## src/hdl/lpfr_pkg.sv

```systemverilog
package lpfr_pkg;

	localparam int FRAMES     = 16;
	localparam int PAGE_BITS  = 20;
	localparam int SLOT_BITS  = (FRAMES > 1) ? $clog2(FRAMES) : 1;
	localparam int RANK_BITS  = SLOT_BITS;
	localparam int COUNT_BITS = 5;

	// broadcast from the sequencer to every cell
	typedef struct packed {
		logic                  flush;
		logic                  load;
		logic [PAGE_BITS-1:0]  probe;
		logic [COUNT_BITS-1:0] active_n;
		logic [RANK_BITS-1:0]  last_rank;
		logic                  pick;
		logic                  hit_any;
		logic                  empty_any;
		logic                  update;
		logic                  is_hit;
		logic [RANK_BITS-1:0]  limit;
		logic [PAGE_BITS-1:0]  page;
	} cmd_t;

	// passed from one cell to the next
	typedef struct packed {
		logic                 match_seen;
		logic                 empty_seen;
		logic [RANK_BITS-1:0] sel_rank;
		logic [SLOT_BITS-1:0] sel_slot;
		logic [PAGE_BITS-1:0] sel_page;
	} link_t;

endpackage

```

## src/hdl/lpfr_cell.sv

```systemverilog
module lpfr_cell (
	input  logic                           clk,
	input  logic                           arst_n,
	input  logic [lpfr_pkg::SLOT_BITS-1:0] cell_idx,
	input  lpfr_pkg::cmd_t                 cmd,
	input  lpfr_pkg::link_t                link_in,
	output lpfr_pkg::link_t                link_out
);

	logic [lpfr_pkg::PAGE_BITS-1:0] page_q;
	logic                           used_q;
	logic [lpfr_pkg::RANK_BITS-1:0] rank_q;
	logic                           match_q;
	logic                           empty_q;
	logic                           oldest_q;
	logic                           sel_q;
	logic                           active;
	logic                           sel_d;

	assign active = {{(lpfr_pkg::COUNT_BITS-lpfr_pkg::SLOT_BITS){1'b0}}, cell_idx}
	                < cmd.active_n;

	// first match / first empty claimed along the chain, else the oldest frame
	always_comb begin
		if (cmd.hit_any) begin
			sel_d = match_q & ~link_in.match_seen;
		end else if (cmd.empty_any) begin
			sel_d = empty_q & ~link_in.empty_seen;
		end else begin
			sel_d = oldest_q;
		end
	end

	assign link_out.match_seen = link_in.match_seen | match_q;
	assign link_out.empty_seen = link_in.empty_seen | empty_q;
	assign link_out.sel_rank   = link_in.sel_rank | (sel_q ? rank_q : '0);
	assign link_out.sel_slot   = link_in.sel_slot | (sel_q ? cell_idx : '0);
	assign link_out.sel_page   = link_in.sel_page | (sel_q ? page_q : '0);

	always_ff @(posedge clk or negedge arst_n) begin
		if (!arst_n) begin
			used_q   <= 1'b0;
			rank_q   <= '0;
			match_q  <= 1'b0;
			empty_q  <= 1'b0;
			oldest_q <= 1'b0;
			sel_q    <= 1'b0;
		end else if (cmd.flush) begin
			used_q <= 1'b0;
			rank_q <= '0;
		end else begin
			if (cmd.load) begin
				match_q  <= active & used_q & (page_q == cmd.probe);
				empty_q  <= active & ~used_q;
				oldest_q <= active & used_q & (rank_q == cmd.last_rank);
			end
			if (cmd.pick) begin
				sel_q <= sel_d;
			end
			if (cmd.update) begin
				if (sel_q) begin
					used_q <= 1'b1;
					rank_q <= '0;
				end else if (used_q && (!cmd.is_hit || rank_q < cmd.limit)) begin
					rank_q <= rank_q + 1'b1;
				end
			end
		end
	end

	// page store has no reset, it is only read for used frames
	always_ff @(posedge clk) begin
		if (cmd.update && sel_q && !cmd.is_hit) begin
			page_q <= cmd.page;
		end
	end

endmodule

```

## src/hdl/lru_page_frame_replacement.sv

```systemverilog
// lru page frame replacement, fully associative, one cell per frame
//
// input channel: in_valid / in_ready, one page_number per word
// output channel: out_valid / out_ready, one result word per reference
//   (is_hit, slot_valid, frame_slot, evict_valid, evicted_page)
// config: frame_count is written when frame_count_we is high; any write
//   flushes all frames, counts above the frame total saturate
//
// each reference goes through accept (every cell compares its page),
// select (priority claim ripples along the cell chain), gather (the chosen
// cell's rank, slot and page ripple out) and update (ranks age, result
// loaded). the next reference is accepted in the cycle after the update
//
// the result sits in an output register; a new reference is accepted while
// it waits, but its update step holds until the old word is taken
//
// reset empties all frames, clears ranks, sets frame_count to 16 and drops
// out_valid
module lru_page_frame_replacement (
	input  logic                            clk,
	input  logic                            arst_n,
	input  logic                            frame_count_we,
	input  logic [lpfr_pkg::COUNT_BITS-1:0] frame_count,
	input  logic                            in_valid,
	output logic                            in_ready,
	input  logic [lpfr_pkg::PAGE_BITS-1:0]  page_number,
	output logic                            out_valid,
	input  logic                            out_ready,
	output logic                            is_hit,
	output logic                            slot_valid,
	output logic [lpfr_pkg::SLOT_BITS-1:0]  frame_slot,
	output logic                            evict_valid,
	output logic [lpfr_pkg::PAGE_BITS-1:0]  evicted_page
);

	typedef enum logic [3:0] {
		ST_IDLE = 4'b0001,
		ST_SEL  = 4'b0010,
		ST_GATH = 4'b0100,
		ST_UPD  = 4'b1000
	} state_t;

	localparam logic [lpfr_pkg::COUNT_BITS-1:0] FrameMax =
		lpfr_pkg::COUNT_BITS'(lpfr_pkg::FRAMES);

	state_t                            state_q;
	logic [lpfr_pkg::COUNT_BITS-1:0]   count_q;
	logic [lpfr_pkg::PAGE_BITS-1:0]    page_q;
	logic                              hit_q;
	logic                              empty_q;
	logic [lpfr_pkg::RANK_BITS-1:0]    limit_q;
	logic [lpfr_pkg::SLOT_BITS-1:0]    slot_q;
	logic [lpfr_pkg::PAGE_BITS-1:0]    victim_q;
	logic                              out_valid_q;
	logic                              is_hit_q;
	logic                              slot_valid_q;
	logic [lpfr_pkg::SLOT_BITS-1:0]    frame_slot_q;
	logic                              evict_valid_q;
	logic [lpfr_pkg::PAGE_BITS-1:0]    evicted_page_q;

	logic [lpfr_pkg::COUNT_BITS-1:0]   active_n;
	logic                              in_fire;
	logic                              done;
	logic                              placed;
	logic                              evict;
	lpfr_pkg::cmd_t                    cmd;
	lpfr_pkg::link_t                   chain [lpfr_pkg::FRAMES+1];

	// saturate the frame count to the number of cells
	assign active_n = (count_q > FrameMax) ? FrameMax : count_q;

	assign in_ready = (state_q == ST_IDLE);
	assign in_fire  = in_valid & in_ready;
	// update only once the output register is free
	assign done     = (state_q == ST_UPD) & (~out_valid_q | out_ready);

	assign placed = (active_n != '0);
	assign evict  = placed & ~hit_q & ~empty_q;

	always_comb begin
		cmd           = '0;
		cmd.flush     = frame_count_we;
		cmd.load      = in_fire;
		cmd.probe     = page_number;
		cmd.active_n  = active_n;
		cmd.last_rank = lpfr_pkg::RANK_BITS'(active_n - 1'b1);
		cmd.pick      = (state_q == ST_SEL);
		cmd.hit_any   = chain[lpfr_pkg::FRAMES].match_seen;
		cmd.empty_any = chain[lpfr_pkg::FRAMES].empty_seen;
		cmd.update    = done;
		cmd.is_hit    = hit_q;
		cmd.limit     = limit_q;
		cmd.page      = page_q;
	end

	assign chain[0] = '0;

	for (genvar g = 0; g < lpfr_pkg::FRAMES; g++) begin : g_cell
		lpfr_cell u_cell (
			.clk      (clk),
			.arst_n   (arst_n),
			.cell_idx (lpfr_pkg::SLOT_BITS'(g)),
			.cmd      (cmd),
			.link_in  (chain[g]),
			.link_out (chain[g+1])
		);
	end

	always_ff @(posedge clk or negedge arst_n) begin
		if (!arst_n) begin
			state_q     <= ST_IDLE;
			count_q     <= FrameMax;
			out_valid_q <= 1'b0;
		end else begin
			if (frame_count_we) begin
				count_q <= frame_count;
			end
			case (state_q)
				ST_IDLE: begin
					if (in_fire) begin
						state_q <= ST_SEL;
					end
				end
				ST_SEL:  state_q <= ST_GATH;
				ST_GATH: state_q <= ST_UPD;
				ST_UPD: begin
					if (done) begin
						state_q <= ST_IDLE;
					end
				end
				default: state_q <= ST_IDLE;
			endcase
			if (done) begin
				out_valid_q <= 1'b1;
			end else if (out_ready) begin
				out_valid_q <= 1'b0;
			end
		end
	end

	// payload registers
	always_ff @(posedge clk) begin
		if (in_fire) begin
			page_q <= page_number;
		end
		if (state_q == ST_SEL) begin
			hit_q   <= chain[lpfr_pkg::FRAMES].match_seen;
			empty_q <= chain[lpfr_pkg::FRAMES].empty_seen;
		end
		if (state_q == ST_GATH) begin
			limit_q  <= chain[lpfr_pkg::FRAMES].sel_rank;
			slot_q   <= chain[lpfr_pkg::FRAMES].sel_slot;
			victim_q <= chain[lpfr_pkg::FRAMES].sel_page;
		end
		if (done) begin
			is_hit_q       <= hit_q;
			slot_valid_q   <= placed;
			frame_slot_q   <= placed ? slot_q : '0;
			evict_valid_q  <= evict;
			evicted_page_q <= evict ? victim_q : '0;
		end
	end

	assign out_valid    = out_valid_q;
	assign is_hit       = is_hit_q;
	assign slot_valid   = slot_valid_q;
	assign frame_slot   = frame_slot_q;
	assign evict_valid  = evict_valid_q;
	assign evicted_page = evicted_page_q;

endmodule

```

## config.mk

```make
export PLATFORM = sky130hd
export DESIGN_NAME = lru_page_frame_replacement
export DESIGN_NICKNAME = d
export VERILOG_FILES = /design/src/hdl/lpfr_pkg.sv /design/src/hdl/lpfr_cell.sv /design/src/hdl/lru_page_frame_replacement.sv
export SDC_FILE = /design/constraint.sdc
export NUM_CORES = 1
export LEC_CHECK = 0
export BUFFER_PORTS_ARGS = -buffer_cell sky130_fd_sc_hd__clkbuf_2
export CORE_ASPECT_RATIO = 0.5
export CORE_UTILIZATION = 55
export DETAILED_ROUTE_END_ITERATION = 6
export GPL_ROUTABILITY_DRIVEN = 0
export HOLD_SLACK_MARGIN = 0.03
export PLACE_DENSITY = 0.71
export SYNTH_ARGS = -nofsm -noshare
export SYNTH_HDL_FRONTEND = slang
export SYNTH_HIERARCHICAL = 1
export SYNTH_SLANG_ARGS = --single-unit
```

## constraint.sdc

```tcl
create_clock -name clk -period 6.2 [get_ports clk]
set_clock_uncertainty 0.15 [all_clocks]
set_input_delay 0.93 -clock clk [delete_from_list [all_inputs] [get_ports clk]]
set_output_delay 0.93 -clock clk [all_outputs]
set_load 0.005 [all_outputs]
```

# ---- Yosys cells after proc, flatten, opt, wreduce, memory -nomap -nowiden
# Index checks and enable logic that the tools add are counted.
dict set report word_totals {
  n_memories 0
  latch_bits 0
  mem_bits_rw 0
  elab_cells 769
  inputBits 30
  romBits 0
  reg_bits 551
}
dict set report op_classes {
  mux 197
  div_mod_pow 0
  eq_ne 38
  n_reduce_logical 135
  order_cmp 33
  mul 0
  n_addsub 17
  n_bitwise 223
  n_shift 0
}
# operator count
set op_table {}
lappend op_table {{4-bit 2-to-1 mux} 90}
lappend op_table {{20-bit equality test} 16}
lappend op_table {{20-bit 2-to-1 mux} 16}
lappend op_table {{20-bit OR} 15}
lappend op_table {{4-bit OR} 28}
lappend op_table {{1-bit bitwise AND} 98}
lappend op_table {{1-bit 2-to-1 mux} 83}
lappend op_table {{2-bit AND reduction} 35}
lappend op_table {{4-bit by 1-bit adder with 4-bit output (second input constant)} 16}
lappend op_table {{4-bit equality test} 16}
lappend op_table {{4-bit < comparator} 16}
lappend op_table {{1-bit NOT} 50}
lappend op_table {{1-bit logical AND} 48}
lappend op_table {{3-bit nonzero test} 16}
lappend op_table {{4-bit by 5-bit < comparator with 1-bit output (first input constant)} 8}
lappend op_table {{2-bit nonzero test} 18}
lappend op_table {{1-bit OR} 31}
lappend op_table {{3-bit by 5-bit < comparator with 1-bit output (first input constant)} 4}
lappend op_table {{1-bit logical OR} 16}
lappend op_table {{4-bit one-hot mux with 4 select lines} 1}
lappend op_table {{3-bit 2-to-1 mux} 4}
lappend op_table {{1-bit by 5-bit < comparator with 1-bit output (first input constant)} 2}
lappend op_table {{2-bit by 5-bit < comparator with 1-bit output (first input constant)} 2}
lappend op_table {{5-bit greater-than comparator (second input constant)} 1}
lappend op_table {{other kinds (12)} 13}

# ---- Depth between registers and ports, before layout
# Gate-level depths: netlist (run 1).
dict set report logic_depth {
  word_depth 18
  depth_mapped 20
  mapped_depth_nobuf 20
}

# ---- By module
# Netlist (run 1), hierarchy kept.
# mod instances area_each_um2 cells_per_inst
set by_module_without_submodules {}
lappend by_module_without_submodules {{lpfr_cell (g_cell[0].u_cell ...)} 8 1720.4 157}
lappend by_module_without_submodules {{lpfr_cell (g_cell[2].u_cell ...)} 8 1702.9 157}
lappend by_module_without_submodules {lru_page_frame_replacement 1 3113.0 156}

# ---- Least setup slack after synthesis (run 1)
# OpenSTA, ideal clock, no wires.
dict set report synth_timing {
  kind {register -> register}
  start {reg state_q[2]}
  end {reg g_cell[0].u_cell/page_q[0] (netlist name), enable pin}
  arrival_time_ns 5.393
  stages_incl_launch_ff 5
  setup_time_ns 0.397
  setup_slack_ns 0.260
  period_less_slack_ns 5.940
  cell_sequence {dfrtp_1 -> or4b_4 -> nor2_1 -> nand2_1 -> nor2_1}
}
# element line
set synth_lines {}
lappend synth_lines {{start: declaration} lru_page_frame_replacement.sv:46} ;# state_t state_q;
lappend synth_lines {{start signal: assignment} lru_page_frame_replacement.sv:111} ;# state_q <= ST_IDLE;
lappend synth_lines {{start signal: assignment} lru_page_frame_replacement.sv:121} ;# state_q <= ST_SEL;
lappend synth_lines {{start signal: assignment} lru_page_frame_replacement.sv:124} ;# ST_SEL: state_q <= ST_GATH;
lappend synth_lines {{end signal: assignment} lpfr_cell.sv:74} ;# page_q <= cmd.page;
lappend synth_lines {{end: declaration} lpfr_cell.sv:10} ;# logic [lpfr_pkg::PAGE_BITS-1:0] page_q;

==> flow_summary.toml, run 1 <==
[outcome]
status = "completed"

[placement]
portBuffers = 58
hpwl_um = 53110

[cts]
htree_levels = 2
numCtsBuffers = 51
clkLatencyLatePin_ps = 600
root_buffer = "clkbuf_16"
ctsResizeCount = 0
path_clk_slew_ps = 70
clk_path_buf_depth = 3
clock-sinks = 551
cts_tree = "yes"
cts_hold_buf = 0
post_cts_buffers = 0

[final_layout]
fin_nets = 3042
syn_to_final_growth_pct = 11.43
diodes = 0
final_util_pct = 62.62
drive_gt1_share_pct = 10.15

[logic_synthesis]
synth-main-ff-cell = "edfxtp_1"
synth_seq_cells = 551
postSynthCellCount = 2668
synth_edf_count = 397
synth_area_leaders = "edfxtp_1 (39%), dfrtp_1 (12%), xor2_1 (11%)"
ys_async_sr_fraction_pct = 27.95
synth.cell_area_um2 = 30500
ys_seq_area_share_pct = 51.73
synth_area_leader_cell = "edfxtp_1"
yosysUniqueCellTypes = 48
syn_avg_cell_area_um2 = 11.43
ys_warn_count = 6
synth_top_area_share_pct = 39.09

[routing]
drtAntennaViolNets = 0
dr.pass1.iters = 5
drt_iter0_markers = 2056
vias = 21220
drc = 0
wire_per_inst_um = 20.53
vias_per_cell = 5.767
routed_wl_um = 75560

[sta]
drv_slew = 0
worst_slew_pin_slew_ps = 1310
finalCriticalPeriod_ps = 5952
final-setup-viol-count = 0
max_freq_mhz = 168.0
min_period_over_period_pct = 96.00
hold_viol = 0
holdWs_ps = 269.8
rsz0062_at_grt = "false"
maxSlewHeadroom_pct = 12.65
setup_tns_ps = 0

[grt]
grtUsageTotal_pct = 27.17
grt_pass1_vias = 20580
grt_overflow = 0
grt_pass1_wl_um = 119300
grt_max_degree = 91
grt_antenna_before_repair = 0

[power_and_ir_drop]
vdd_ir_drop_max_uv = 201.7
powerDensity_nw_per_um2 = 292.1
p_leak_nw = 14.17

[die]
fp.dieH_um = 168.5
dieArea_um2 = 56460
die_w_um = 335.0
start_util_pct = 56.19
core_area_um2 = 54280
io_pins = 59
rows = 60

[critical_path]
r2r.worst_path.cells = 19
path_class = "flip-flop to flip-flop"
critical_path.startpoint_type = "flip-flop"
worstSetupStartpoint = "g_cell[0].u_cell/match_q"
r2r_slack_ps = 250
cp_data_arrival_time_ps = 6300
crit_fanout = 33
worstPathRequired_ps = 6550
critPathCaptureType = "flip-flop"
crit_end = "g_cell[0].u_cell/sel_q"
crit-reg2reg-capture = "g_cell[0].u_cell/sel_q"
timing.rr.start = "g_cell[0].u_cell/match_q"

[job]
drv_cap = 0

[worst_hold_path]
min_path_type = "input pin to asynchronous set/reset pin"
-- how the worst min path moves through the flow --
| stage | start | end | slack, ps | cells after the start |
|---|---|---|---|---|
| after floorplan | g_cell[0].u_cell/oldest_q | g_cell[0].u_cell/oldest_q | 300 | 2 |
| after global placement | g_cell[4].u_cell/empty_q | g_cell[4].u_cell/empty_q | 330 | 2 |
| after detailed placement | g_cell[0].u_cell/oldest_q | g_cell[0].u_cell/oldest_q | 330 | 2 |
| after CTS | arst_n | g_cell[0].u_cell/used_q | 310 | 1 |
| after global routing | arst_n | g_cell[0].u_cell/used_q | 350 | 1 |
| final | arst_n | g_cell[0].u_cell/used_q | 270 | 1 |
-- critical path: stages, from the launching register on --
cell and delay [ps]:
dfrtp_1 390, or2_2 300, or2_2 290, or2_2 290
or2_2 290, or2_2 290, or2_2 280, or2_2 290
or2_2 290, or2_2 290, or2_2 290, or2_2 290
or2_2 280, or2_2 290, or2_2 280, or2_2 280
or2_2 520, a21oi_1 210, a31oi_1 70, a31oi_1 200
-- stage by stage --
stage	area (um^2)	total power, mW	worst slack [ps]	std cells
final	33990	9.926	248.0	3680
after global routing	33990	10.35	24.23	3680
after CTS	33980	9.940	181.4	3680
after detailed placement	32310	6.746	207.8	3589
after global placement	32310	6.697	319.1	3589
after floorplan	31090	6.023	260.4	2826
-- layout make-up --
type	instances	area, um^2
clock buffers	69	1410
clock inverters	22	259.0
fillers	4371	20290
inverters	132	495.5
multi-input cells	2076	14590
flip-flops and latches	551	15780
well taps	744	930.9
repair buffers	86	521.8
-- Yosys cell counts, types with 5 or more instances --
cell,n
buf_4,8
nand4_1,24
nor2_1,65
and2_1,13
a31oi_1,32
a211oi_2,8
o211ai_1,16
ha_1,114
and2_4,17
nand3_1,40
a21o_2,24
a21oi_1,152
nand3b_1,65
nor3b_1,10
mux2i_1,8
or2_2,32
nor2b_1,37
clkbuf_1,57
o21ai_2,8
edfxtp_1,397
nand2_1,161
nor3b_2,8
o21ai_0,33
nor4_1,96
a21o_1,432
nand2b_1,36
o21ai_1,8
mux2_2,5
a21oi_2,16
inv_1,132
dfrtp_1,152
o31ai_1,33
xor2_1,393
nand4b_1,16
-- kinds of logic after synthesis --
family / count (synthesis) / synth area share, %
AO/OA/AOI/OAI: 764 / 17.42
buffers and inverters: 199 / 2.597
AND/OR/NAND/NOR: 631 / 11.79
adder cells (fa/ha/maj): 114 / 4.677
other: 2 / 0.02462
flip-flops: 551 / 51.73
multiplexers: 13 / 0.4472
XOR/XNOR: 394 / 11.31
-- registers in the layout, summed over array words and instances, names as in the netlist, 5 cells and up --
signal	count
g_cell.u_cell/sel_q	16
evicted_page	20
count_q	5
g_cell.u_cell/page_q	320
g_cell.u_cell/rank_q	64
g_cell.u_cell/match_q	16
page_q	20
g_cell.u_cell/used_q	16
g_cell.u_cell/oldest_q	16
victim_q	20
g_cell.u_cell/empty_q	16
-- cell usage in the layout (no fill, tap or decap), types with 17 or more instances in the layout --
master / Yosys / final
a21o_1: 432 / 432
edfxtp_1: 397 / 397
xor2_1: 393 / 392
nand2_1: 161 / 161
conb_1: 2 / 160
dfrtp_1: 152 / 152
a21oi_1: 152 / 152
inv_1: 132 / 132
ha_1: 114 / 114
nor4_1: 96 / 96
nand3b_1: 65 / 65
clkbuf_2: 0 / 56
clkbuf_16: 0 / 53
nor2_1: 65 / 48
nand3_1: 40 / 40
nor2b_1: 37 / 37
nand2b_1: 36 / 36
o21ai_0: 33 / 33
o31ai_1: 33 / 33
a31oi_1: 32 / 32
or2_2: 32 / 31
buf_4: 8 / 28
a21o_2: 24 / 24
nand4_1: 24 / 24
and2_4: 17 / 17
-- power by group --
group / switching [mW] / internal (mW)
clock network: 1.41 / 1.80
logic: 1.37 / 0.760
registers: 0.329 / 4.26
-- layer usage --
layer  global-route usage (%)  vias up  wire, um
met5                        0        -         0
met1                    42.68    10450     36650
met4                    4.268        0       948
li1                         -    10030         -
met3                    5.361       73      6191
met2                    39.33      669     31760
Power figures use the tool's default switching activity.
==> inputs of run 2 (changes only) <==
- PLACE_DENSITY: 0.71 -> 0.68
- clock period: 6.2 -> 7.3 ns (I/O delays scaled with it)
==> run 2 against run 1 <==
Compared with the run above:
- critical endpoint is now g_cell[12].u_cell/sel_q
- total power is 15% lower
- largest cell class unchanged
- sequential cell count is the same
- fmax decreased by 1.4%
==> flow_summary.toml, run 2 (same netlist as run 1, synthesis figures left out) <==
[critical_path]
r2r_slack_ps = 1260
max_stage_delay_ps = 500
critical_path.startpoint_type = "flip-flop"
worstPathRequired_ps = 7650
crit_fanout = 33
path_cells = "or2_2, or2_2, or2_2, or2_2, or2_2, or2_2, or2_2, or2_2, or2_2, or2_2, or2_2, or2_2, or2_2, or2_2, or2_2, or2_2, nand2b_1, a21oi_1, a31oi_1, a31oi_1"
critPathCaptureType = "flip-flop"
cp_data_arrival_time_ps = 6380
path_buf_inv = 0
cp_slowest_cell = "or2_2"
path_class = "flip-flop to flip-flop"
worst_path_most_repeated_cell = "or2_2"
crit_family = "simple AND/OR/NAND/NOR gates"

[routing]
wire_per_inst_um = 20.82
drt_iter0_markers = 1958
dr.pass1.iters = 5
vias = 21160
drc = 0
routed_wl_um = 76690
drtAntennaViolNets = 0
vias_per_cell = 5.743

[sta]
finalCriticalPeriod_ps = 6036
final-setup-viol-count = 0
rsz0062_at_grt = "false"
maxSlewHeadroom_pct = 13.17
setup_tns_ps = 0
max_freq_mhz = 165.7
min_period_over_period_pct = 82.68
worst_slew_pin_slew_ps = 1301
hold_viol = 0
drv_slew = 0

[final_layout]
fillCellCount = 4316
multi_input_area_um2 = 14600
fin_nets = 3043
regArea_um2 = 15780
final_common_cell = "a21o_1"
largest_reg_flops = 320
mostFrequentLayoutCells = "a21o_1 (432), edfxtp_1 (397), xor2_1 (392), nand2_1 (161), conb_1 (160)"
drive_gt1_share_pct = 10.31
final_cell_area_um2 = 34000
reg_top3 = "g_cell.u_cell/page_q (320), g_cell.u_cell/rank_q (64)"
diodes = 0
syn_to_final_growth_pct = 11.49
regMostFlops = "g_cell.u_cell/page_q"

[grt]
grt_pass1_wl_um = 120800
grtUsageTotal_pct = 27.68
grt_max_degree = 92
grt_pass1_vias = 20410
grt_overflow = 0
grt_antenna_before_repair = 0

[job]
drv_cap = 0

[cts]
clk_path_buf_depth = 3
cts_tree = "yes"
cts_hold_buf = 0
ctsResizeCount = 0
clock-sinks = 551
root_buffer = "clkbuf_16"
path_clk_slew_ps = 60
clkLatencyLatePin_ps = 630
post_cts_buffers = 0
htree_levels = 2
numCtsBuffers = 52

[die]
dieArea_um2 = 56460
rows = 60
fp.dieH_um = 168.5
die_w_um = 335.0
io_pins = 59
core_area_um2 = 54280
start_util_pct = 56.19

[placement]
portBuffers = 58
dpl_cell_area_um2 = 32330
hpwl_um = 53660

[power_and_ir_drop]
powerDensity_nw_per_um2 = 247.6
p_leak_nw = 14.17
vdd_ir_drop_max_uv = 186.9
p_total_mw = 8.420

[outcome]
status = "completed"

[worst_hold_path]
min_path_type = "flip-flop to flip-flop"
[run 2: area by class of cell]
class	instances	area share [%]
Timing Repair Buffer	86	1.534
Inverter	132	1.457
Multi-Input combinational cell	2076	42.95
Clock inverter	20	0.5704
Clock buffer	75	4.349
Tap cell	744	2.738
Sequential cell	551	46.40
[run 2: final timing paths]
path	startpoint	to	depth (start not counted)
max	g_cell[0].u_cell/empty_q	g_cell[12].u_cell/sel_q	20
min	g_cell[12].u_cell/oldest_q	g_cell[12].u_cell/oldest_q	2
max reg2reg	g_cell[0].u_cell/empty_q	g_cell[12].u_cell/sel_q	20
min reg2reg	g_cell[12].u_cell/oldest_q	g_cell[12].u_cell/oldest_q	2
max in group asynchronous	arst_n	g_cell[12].u_cell/rank_q[1]	2
min in group asynchronous	arst_n	g_cell[0].u_cell/oldest_q	1
[run 2: report_power, final]
group / total (mW) / switching [mW] / internal (mW) / leakage, nW
Sequential: 3.85 / 0.226 / 3.62 / 5.64
Combinational: 1.87 / 1.22 / 0.649 / 7.72
Clock: 2.70 / 1.22 / 1.49 / 0.817
Total: 8.42 / 2.66 / 5.76 / 14.2
[run 2: layer usage]
| metal | part of all wire (%) | track usage, % | wire length, um |
|---|---|---|---|
| met5 | 0 | 0 | 0 |
| met4 | 1.2 | 4.527 | 890 |
| met3 | 7.8 | 4.193 | 5959 |
| met2 | 41 | 39.24 | 31530 |
| met1 | 50 | 44.94 | 38320 |
[run 2: worst min-delay path: stages, from the launching register on]
cell,delay [ps]
dfrtp_1,340
nand2_1,50
o21ai_0,60
[run 2: metrics by stage]
| stage | std cells | util, % | setup WS, ps | hold WS (ps) |
|---|---|---|---|---|
| 2_1_floorplan | 2826 | - | 1201 | 300.9 |
| 3_3_place_gp | 3589 | 59.56 | 1411 | 319.6 |
| 3_5_place_dp | 3589 | 59.56 | 1310 | 328.6 |
| 4_1_cts | 3684 | 62.65 | 1284 | 341.7 |
| 5_1_grt | 3684 | 62.65 | 1043 | 365.7 |
| 6_report | 3684 | 62.65 | 1264 | 340.8 |
